[config.mk]
export PLATFORM = sky130hd
export DESIGN_NAME = cca_ctrl
export DESIGN_NICKNAME = d
export VERILOG_FILES = /design/src/rtl/cca_pkg.sv /design/src/rtl/cca_ctrl.sv
export SDC_FILE = /design/constraint.sdc
export NUM_CORES = 1
export LEC_CHECK = 0
export BUFFER_PORTS_ARGS = -buffer_cell sky130_fd_sc_hd__buf_2
export CAP_MARGIN = 20
export CORE_AREA = 3 3 40 42
export DETAILED_ROUTE_END_ITERATION = 8
export DIE_AREA = 0 0 43 45
export GPL_ROUTABILITY_DRIVEN = 0
export PLACE_DENSITY = 0.67
export SLEW_MARGIN = 20
export SYNTH_ARGS = -nofsm -noshare
export SYNTH_HDL_FRONTEND = slang
export SYNTH_SLANG_ARGS = --single-unit
[constraint.sdc]
create_clock -name clk -period 1.5 [get_ports clk]
set_clock_uncertainty 0.1 [all_clocks]
set_input_delay 0.3 -clock clk [delete_from_list [all_inputs] [get_ports clk]]
set_output_delay 0.3 -clock clk [all_outputs]
set_load 0.01 [all_outputs]
[src/rtl/cca_pkg.sv]
`default_nettype none

package cca_pkg;

    // Field widths of the stream and configuration payloads
    localparam int FUNC_W    = 2;
    localparam int ROW_W     = 7;
    localparam int COL_W     = 7;
    localparam int CFG_W     = 8;
    localparam int CFG_IDX_W = 2;

    // Operation codes carried on the input beat
    localparam logic [FUNC_W-1:0] FUNC_WRITE = 2'd0;
    localparam logic [FUNC_W-1:0] FUNC_RUN   = 2'd1;
    localparam logic [FUNC_W-1:0] FUNC_READ  = 2'd2;

    // Configuration register indexes
    localparam logic [CFG_IDX_W-1:0] REG_GRID_WIDTH  = 2'd0;
    localparam logic [CFG_IDX_W-1:0] REG_GRID_HEIGHT = 2'd1;
    localparam logic [CFG_IDX_W-1:0] REG_PASS_COUNT  = 2'd2;

    // Configuration reset values
    localparam logic [CFG_W-1:0] GRID_WIDTH_RESET  = 8'd128;
    localparam logic [CFG_W-1:0] GRID_HEIGHT_RESET = 8'd128;
    localparam logic [CFG_W-1:0] PASS_COUNT_RESET  = 8'd4;

    // Smoothing rule: a wall survives with four or more wall neighbours,
    // a floor cell turns to wall with five or more.
    localparam logic [3:0] WALL_KEEP_MIN  = 4'd4;
    localparam logic [3:0] FLOOR_FILL_MIN = 4'd5;

    typedef enum logic [2:0] {
        ST_CLEAR,
        ST_IDLE,
        ST_WRITE,
        ST_READ,
        ST_ABOVE,
        ST_CUR,
        ST_SWEEP
    } cca_state_t;

    // Row address choice for the store read port
    typedef enum logic [2:0] {
        RD_CELL,
        RD_ZERO,
        RD_ONE,
        RD_NEXT,
        RD_SKIP
    } rd_sel_t;

    // Source of a store write
    typedef enum logic [1:0] {
        WR_NONE,
        WR_CLEAR,
        WR_CELL,
        WR_ROW
    } wr_sel_t;

    // Update of the two row registers of the sweep window
    typedef enum logic [1:0] {
        ROW_HOLD,
        ROW_LOAD_ABOVE,
        ROW_LOAD_CUR,
        ROW_SHIFT
    } row_op_t;

    typedef enum logic [1:0] {
        OUT_DONE,
        OUT_RANGE,
        OUT_CELL
    } out_sel_t;

    typedef struct packed {
        logic     rd_en;
        rd_sel_t  rd_sel;
        wr_sel_t  wr_sel;
        row_op_t  row_op;
        logic     clr_step;
        logic     cap_cell;
        logic     y_init;
        logic     y_step;
        logic     pass_init;
        logic     pass_step;
        logic     out_load;
        out_sel_t out_sel;
    } cca_cmd_t;

    typedef struct packed {
        logic clr_last;
        logic out_free;
        logic out_of_range;
        logic run_empty;
        logic row_last;
        logic pass_last;
    } cca_status_t;

endpackage

`default_nettype wire

[src/rtl/cca_ctrl.sv]
`default_nettype none

module cca_ctrl (
    input  wire logic                       clk,
    input  wire logic                       rst_n,
    input  wire logic                       in_valid,
    input  wire logic [cca_pkg::FUNC_W-1:0] in_func,
    input  wire cca_pkg::cca_status_t       status,
    output logic                            in_ready,
    output cca_pkg::cca_cmd_t               cmd
);
    import cca_pkg::*;

    cca_state_t state_reg;
    cca_state_t state_next;
    logic       accept;

    // State register; reset starts the clearing pass over the store
    always_ff @(posedge clk or negedge rst_n)
    begin
        if (!rst_n)
        begin
            state_reg <= ST_CLEAR;
        end
        else
        begin
            state_reg <= state_next;
        end
    end

    assign in_ready = (state_reg == ST_IDLE) && status.out_free;
    assign accept   = in_valid && in_ready;

    // Next state and commands
    always_comb
    begin
        state_next = state_reg;
        cmd        = '0;
        case (state_reg)
            ST_CLEAR:
            begin
                cmd.wr_sel   = WR_CLEAR;
                cmd.clr_step = 1'b1;
                if (status.clr_last)
                begin
                    state_next = ST_IDLE;
                end
            end
            ST_IDLE:
            begin
                if (accept)
                begin
                    case (in_func)
                        FUNC_WRITE, FUNC_READ:
                        begin
                            if (status.out_of_range)
                            begin
                                cmd.out_load = 1'b1;
                                cmd.out_sel  = OUT_RANGE;
                            end
                            else
                            begin
                                cmd.rd_en    = 1'b1;
                                cmd.rd_sel   = RD_CELL;
                                cmd.cap_cell = 1'b1;
                                state_next   = (in_func == FUNC_WRITE) ? ST_WRITE : ST_READ;
                            end
                        end
                        FUNC_RUN:
                        begin
                            if (status.run_empty)
                            begin
                                cmd.out_load = 1'b1;
                                cmd.out_sel  = OUT_DONE;
                            end
                            else
                            begin
                                cmd.rd_en     = 1'b1;
                                cmd.rd_sel    = RD_ZERO;
                                cmd.pass_init = 1'b1;
                                state_next    = ST_ABOVE;
                            end
                        end
                        default:
                        begin
                            cmd.out_load = 1'b1;
                            cmd.out_sel  = OUT_DONE;
                        end
                    endcase
                end
            end
            ST_WRITE:
            begin
                cmd.wr_sel   = WR_CELL;
                cmd.out_load = 1'b1;
                cmd.out_sel  = OUT_DONE;
                state_next   = ST_IDLE;
            end
            ST_READ:
            begin
                cmd.out_load = 1'b1;
                cmd.out_sel  = OUT_CELL;
                state_next   = ST_IDLE;
            end
            ST_ABOVE:
            begin
                // Top border row arrives; fetch row one
                cmd.row_op = ROW_LOAD_ABOVE;
                cmd.y_init = 1'b1;
                cmd.rd_en  = 1'b1;
                cmd.rd_sel = RD_ONE;
                state_next = ST_CUR;
            end
            ST_CUR:
            begin
                cmd.row_op = ROW_LOAD_CUR;
                cmd.rd_en  = 1'b1;
                cmd.rd_sel = RD_NEXT;
                state_next = ST_SWEEP;
            end
            ST_SWEEP:
            begin
                // Row below is present: write the new row and slide the window
                cmd.wr_sel = WR_ROW;
                cmd.row_op = ROW_SHIFT;
                if (!status.row_last)
                begin
                    cmd.y_step = 1'b1;
                    cmd.rd_en  = 1'b1;
                    cmd.rd_sel = RD_SKIP;
                end
                else if (status.pass_last)
                begin
                    cmd.out_load = 1'b1;
                    cmd.out_sel  = OUT_DONE;
                    state_next   = ST_IDLE;
                end
                else
                begin
                    cmd.pass_step = 1'b1;
                    cmd.rd_en     = 1'b1;
                    cmd.rd_sel    = RD_ZERO;
                    state_next    = ST_ABOVE;
                end
            end
            default:
            begin
                state_next = ST_IDLE;
            end
        endcase
    end

endmodule

`default_nettype wire

Yosys cells after proc, flatten, opt, wreduce, memory -nomap -nowiden
Cells that the tools add are included.
{ "totals": {"regBits": 3, "latchBits": 0, "ram_bits": 0, "romBits": 0, "input_bits": 11, "out_inout_bits": 18, "elab_cells": 60, "n_memories": 0} }
{ "op_classes": {"addsub": 0, "multipliers": 0, "div_mod_pow": 0, "order_cmp": 0, "n_eq_ne": 14, "shift": 0, "mux": 39, "bitwise": 0, "reduce_logical": 6} }
{ "op_table": {"columns": ["op", "count"], "rows": [
  ["two-way mux 3 bit", 10],
  ["two-way mux 4 bit", 6],
  ["case mux 4 bit (4 select lines)", 1],
  ["two-way mux 1 bit", 15],
  ["case mux 3 bit (5 select lines)", 1],
  ["case mux 2 bit (3 select lines)", 2],
  ["case mux 3 bit (2 select lines)", 2],
  ["case mux 3 bit (4 select lines)", 1],
  ["== test 3 bit (second input constant)", 3],
  ["case mux 4 bit (2 select lines)", 1],
  ["== test 3 x 2 -> 1 bit (second input constant)", 2],
  ["!= test 2 bit (second input constant)", 3],
  ["!= test 3 bit (second input constant)", 2],
  ["AND reduction 6 bit", 1],
  ["== test 3 x 1 -> 1 bit (second input constant)", 1],
  ["zero test 3 bit", 1],
  ["!= test 3 x 1 -> 1 bit (second input constant)", 1],
  ["== test 2 x 1 -> 1 bit (second input constant)", 1],
  ["== test 2 bit (second input constant)", 1],
  ["logical AND 1 bit", 2],
  ["zero test 2 bit", 1],
  ["OR reduction 2 bit", 1]
]} }

Longest topological paths before layout
{ "depth": {"ltp_word": 6, "depth_mapped": 5, "mapped_depth_nobuf": 4} }

Worst setup path before layout
No wires, ideal clock.
{ "synth_path": {"path_kind": "reg2out", "start": "register state_reg[0]", "end": "output cmd[15] (netlist name)", "t_arrival_ns": 1.162, "t_required_ns": 1.100, "path_slack_ns": -0.062, "stages_incl_launch_ff": 6, "path_buffers": 1, "path_cell_list": "dfrtp_1 -> nand2b_2 -> inv_2 -> nand2_1 -> nor2_1 -> buf_4"} }
{ "synth_rtl": {"columns": ["item", "line", "rtl"], "rows": [
  ["from (decl)", "cca_ctrl.sv:14", "cca_state_t state_reg;"],
  ["from (signal assigned)", "cca_ctrl.sv:27", "state_reg <= state_next;"],
  ["to (decl)", "cca_ctrl.sv:10", "output cca_pkg::cca_cmd_t cmd"]
]} }

==> results.py <==
metrics = {
    "hold_path": {
        "hold_class": "primary input to async pin",
    },
    "sta": {
        "fmax_mhz": 573,
        "setup_viol": 18,
        "hold_viol": 0,
        "timing.final.ws_setup_ps": -246,
        "whs_ps": 281,
        "max_slew_margin_pct": 79.0,
        "fin_crit_sh_pct": 116,
        "worst-slew-pin-transition_ps": 313,
        "fin_crit_ps": 1750,
        "slew_violations": 0,
        "rsz0062_at_grt": "true",
    },
    "job": {
        "maxCapViolations": 0,
    },
    "route": {
        "antenna_left": 0,
        "drc_errors": 0,
        "wirelength_mm": 1.71,
        "first_iter_violations": 9,
        "wl_per_cell_um": 14.1,
        "first_pass_iters": 4,
        "via_per_inst": 5.21,
        "via_count": 631,
    },
    "pwr": {
        "p_per_area_nw_per_um2": 1880,
        "max-vdd-ir-drop_mv": 0.778,
        "power.leakage_nw": 0.455,
        "totalPowerFinal_mw": 1.67,
    },
    "grt": {
        "overflow": 0,
        "antenna_found_initial": 0,
        "grt.total_usage_pct": 18.4,
        "grt_pass1_wl_mm": 2.65,
        "grt_max_degree": 10,
        "first_global_vias": 596,
    },
    "final_layout": {
        "syn_to_final_growth_pct": 93.7,
        "final_core_util_pct": 69.2,
        "register_area_um2": 78.8,
        "drive_gt1_share_pct": 70.8,
        "final_nets": 118,
        "nFillCells": 107,
        "multi_input_area_um2": 427,
        "largest_register_ffs": 3,
        "n_antenna_cell": 0,
    },
    "floorplanning": {
        "die_h_um": 45,
        "io_pins": 29,
        "die-area_um2": 1940,
        "rows": 13,
        "core_um2": 1280,
        "initial_core_util_pct": 35.7,
        "die_width_um": 43,
    },
    "synthesis": {
        "async_flop_share_pct": 100,
        "synthMuxAreaShare_pct": 0,
        "synth_edf_count": 0,
        "synth_top_area_share_pct": 16.3,
        "synth_top_cell_by_area": "dfrtp_1",
        "synth-adder-area-share_pct": 0,
        "yosysWarnings": 0,
        "synth_xor_area_share_pct": 0,
        "netlist_instances": 59,
        "synth.most_common_cell": "nor2_1",
        "yosys.area_share.simple_pct": 48.2,
        "synth_fp_nets": 70,
        "synth.yosys.seq_area_share_pct": 16.3,
        "synth_compound_area_share_pct": 24.5,
        "synth_area_leaders": "dfrtp_1, nor2b_1, o21ai_0, nand4b_4, buf_6",
        "synth_cell_types": 32,
        "synth_seq_cells": 3,
        "yosys-top-cells-count": "nor2_1, nor2b_1, o21ai_0, nor3_1",
        "synth_top_family_by_area": "simple AND/OR/NAND/NOR gates",
        "syn_area_um2": 459,
        "post_synth.cell_area_avg_um2": 7.78,
        "ys.flop_type": "dfrtp_1",
    },
    "setup_path": {
        "crit_required_ps": 1100,
        "cp_max_fo": 6,
        "endpoint_kind": "output pin",
        "setup.worst_path.start_class": "flop",
        "arrival_ps": 1350,
        "path_class": "flop to output pin",
    },
    "cts": {
        "clk_pin_slew_worst_paths_ps": 40,
        "cts-root-buf": "clkbuf_4",
        "htreeDepth": 1,
        "cts_made_buffers": 3,
        "cts_tree": "done",
        "insertion_delay_ps": 250,
        "cts_sinks": 3,
        "cts_buffer_depth": 2,
    },
    "place": {
        "dpl.hpwl_mm": 1.07,
        "io_buffer_count": 28,
        "place_ws_ps": -34.1,
    },
    "run_status": {
        "violations": "negative setup slack",
        "status": "finished with violations",
    },
}
==> timing repair <==
item / in CTS / in global routing
hold endpoints to repair: 3 / 0
pin swaps: 7 / 5
endpoints found under the setup margin: 18 / 18
hold buffers: 1 / 0
buffers inserted: 3 / 5
resized for setup: 24 / 12
==> metal layers <==
layer / GRT usage [%] / vias up / routed length [um]
met3: 2.39 / 3 / 72
met4: 13.3 / 0 / 28
li1: - / 310 / -
met5: 0 / - / 0
met2: 30.5 / 24 / 946
met1: 21.9 / 294 / 660
==> cell type report <==
type | count | share of cell area [%]
Multi-Input combinational cell | 48 | 48.0
Timing Repair Buffer | 47 | 36.1
Sequential cell | 3 | 8.86
Clock buffer | 4 | 2.95
Tap cell | 15 | 2.11
Inverter | 4 | 1.97
==> critical path, cell delays in order (launching register included) <==
cell and delay, ps:
dfrtp_2 460, buf_6 140, nand2b_4 70, inv_4 40, a211o_1 240, buf_2 140
==> cells in the final DEF (no fill, tap or decap), drive strengths merged, types with 2 or more instances in the layout <==
| cell | count |
|---|---|
| buf | 46 |
| o21ai | 7 |
| nor2 | 6 |
| nor2b | 5 |
| nor3 | 5 |
| clkbuf | 4 |
| inv | 4 |
| and2 | 3 |
| dfrtp | 3 |
| nand3 | 2 |
| a21oi | 2 |
| nor3b | 2 |
| nor4 | 2 |
==> path summary, 6_finish.rpt <==
path                       slack [ps]    startpoint            to  depth (start not counted)
max                              -250  state_reg[1]        cmd[2]                          5
min                               280         rst_n  state_reg[1]                          2
max reg2reg                       -10  state_reg[1]  state_reg[0]                          5
min reg2reg                       610  state_reg[2]  state_reg[0]                          2
max in group asynchronous         890         rst_n  state_reg[0]                          2
min in group clk                  300     status[3]  state_reg[1]                          3
==> per-stage QoR <==
step / setup TNS, ps / instances / area [um^2]
4_1_cts: -2260 / 117 / 820
5_1_grt: -3690 / 121 / 890
3_3_place_gp: -10.5 / 109 / 673
2_1_floorplan: -9.82 / 59 / 467
6_report: -2720 / 121 / 890
3_5_place_dp: -49.2 / 109 / 673
==> cell families (layout without fill, tap and decap cells) <==
| group | count (synthesis) | in the layout |
|---|---|---|
| compound gates | 16 | 16 |
| buf+inv | 8 | 55 |
| flops | 3 | 3 |
| simple gates | 32 | 32 |
==> power by group <==
part / switching (mW) / total (mW) / internal, mW
sequential: 0.0930 / 0.222 / 0.129
combinational: 0.598 / 1.30 / 0.698
clock: 0.0540 / 0.154 / 0.100
total: 0.745 / 1.67 / 0.927
Note: power is estimated with default switching activity, not from simulation.
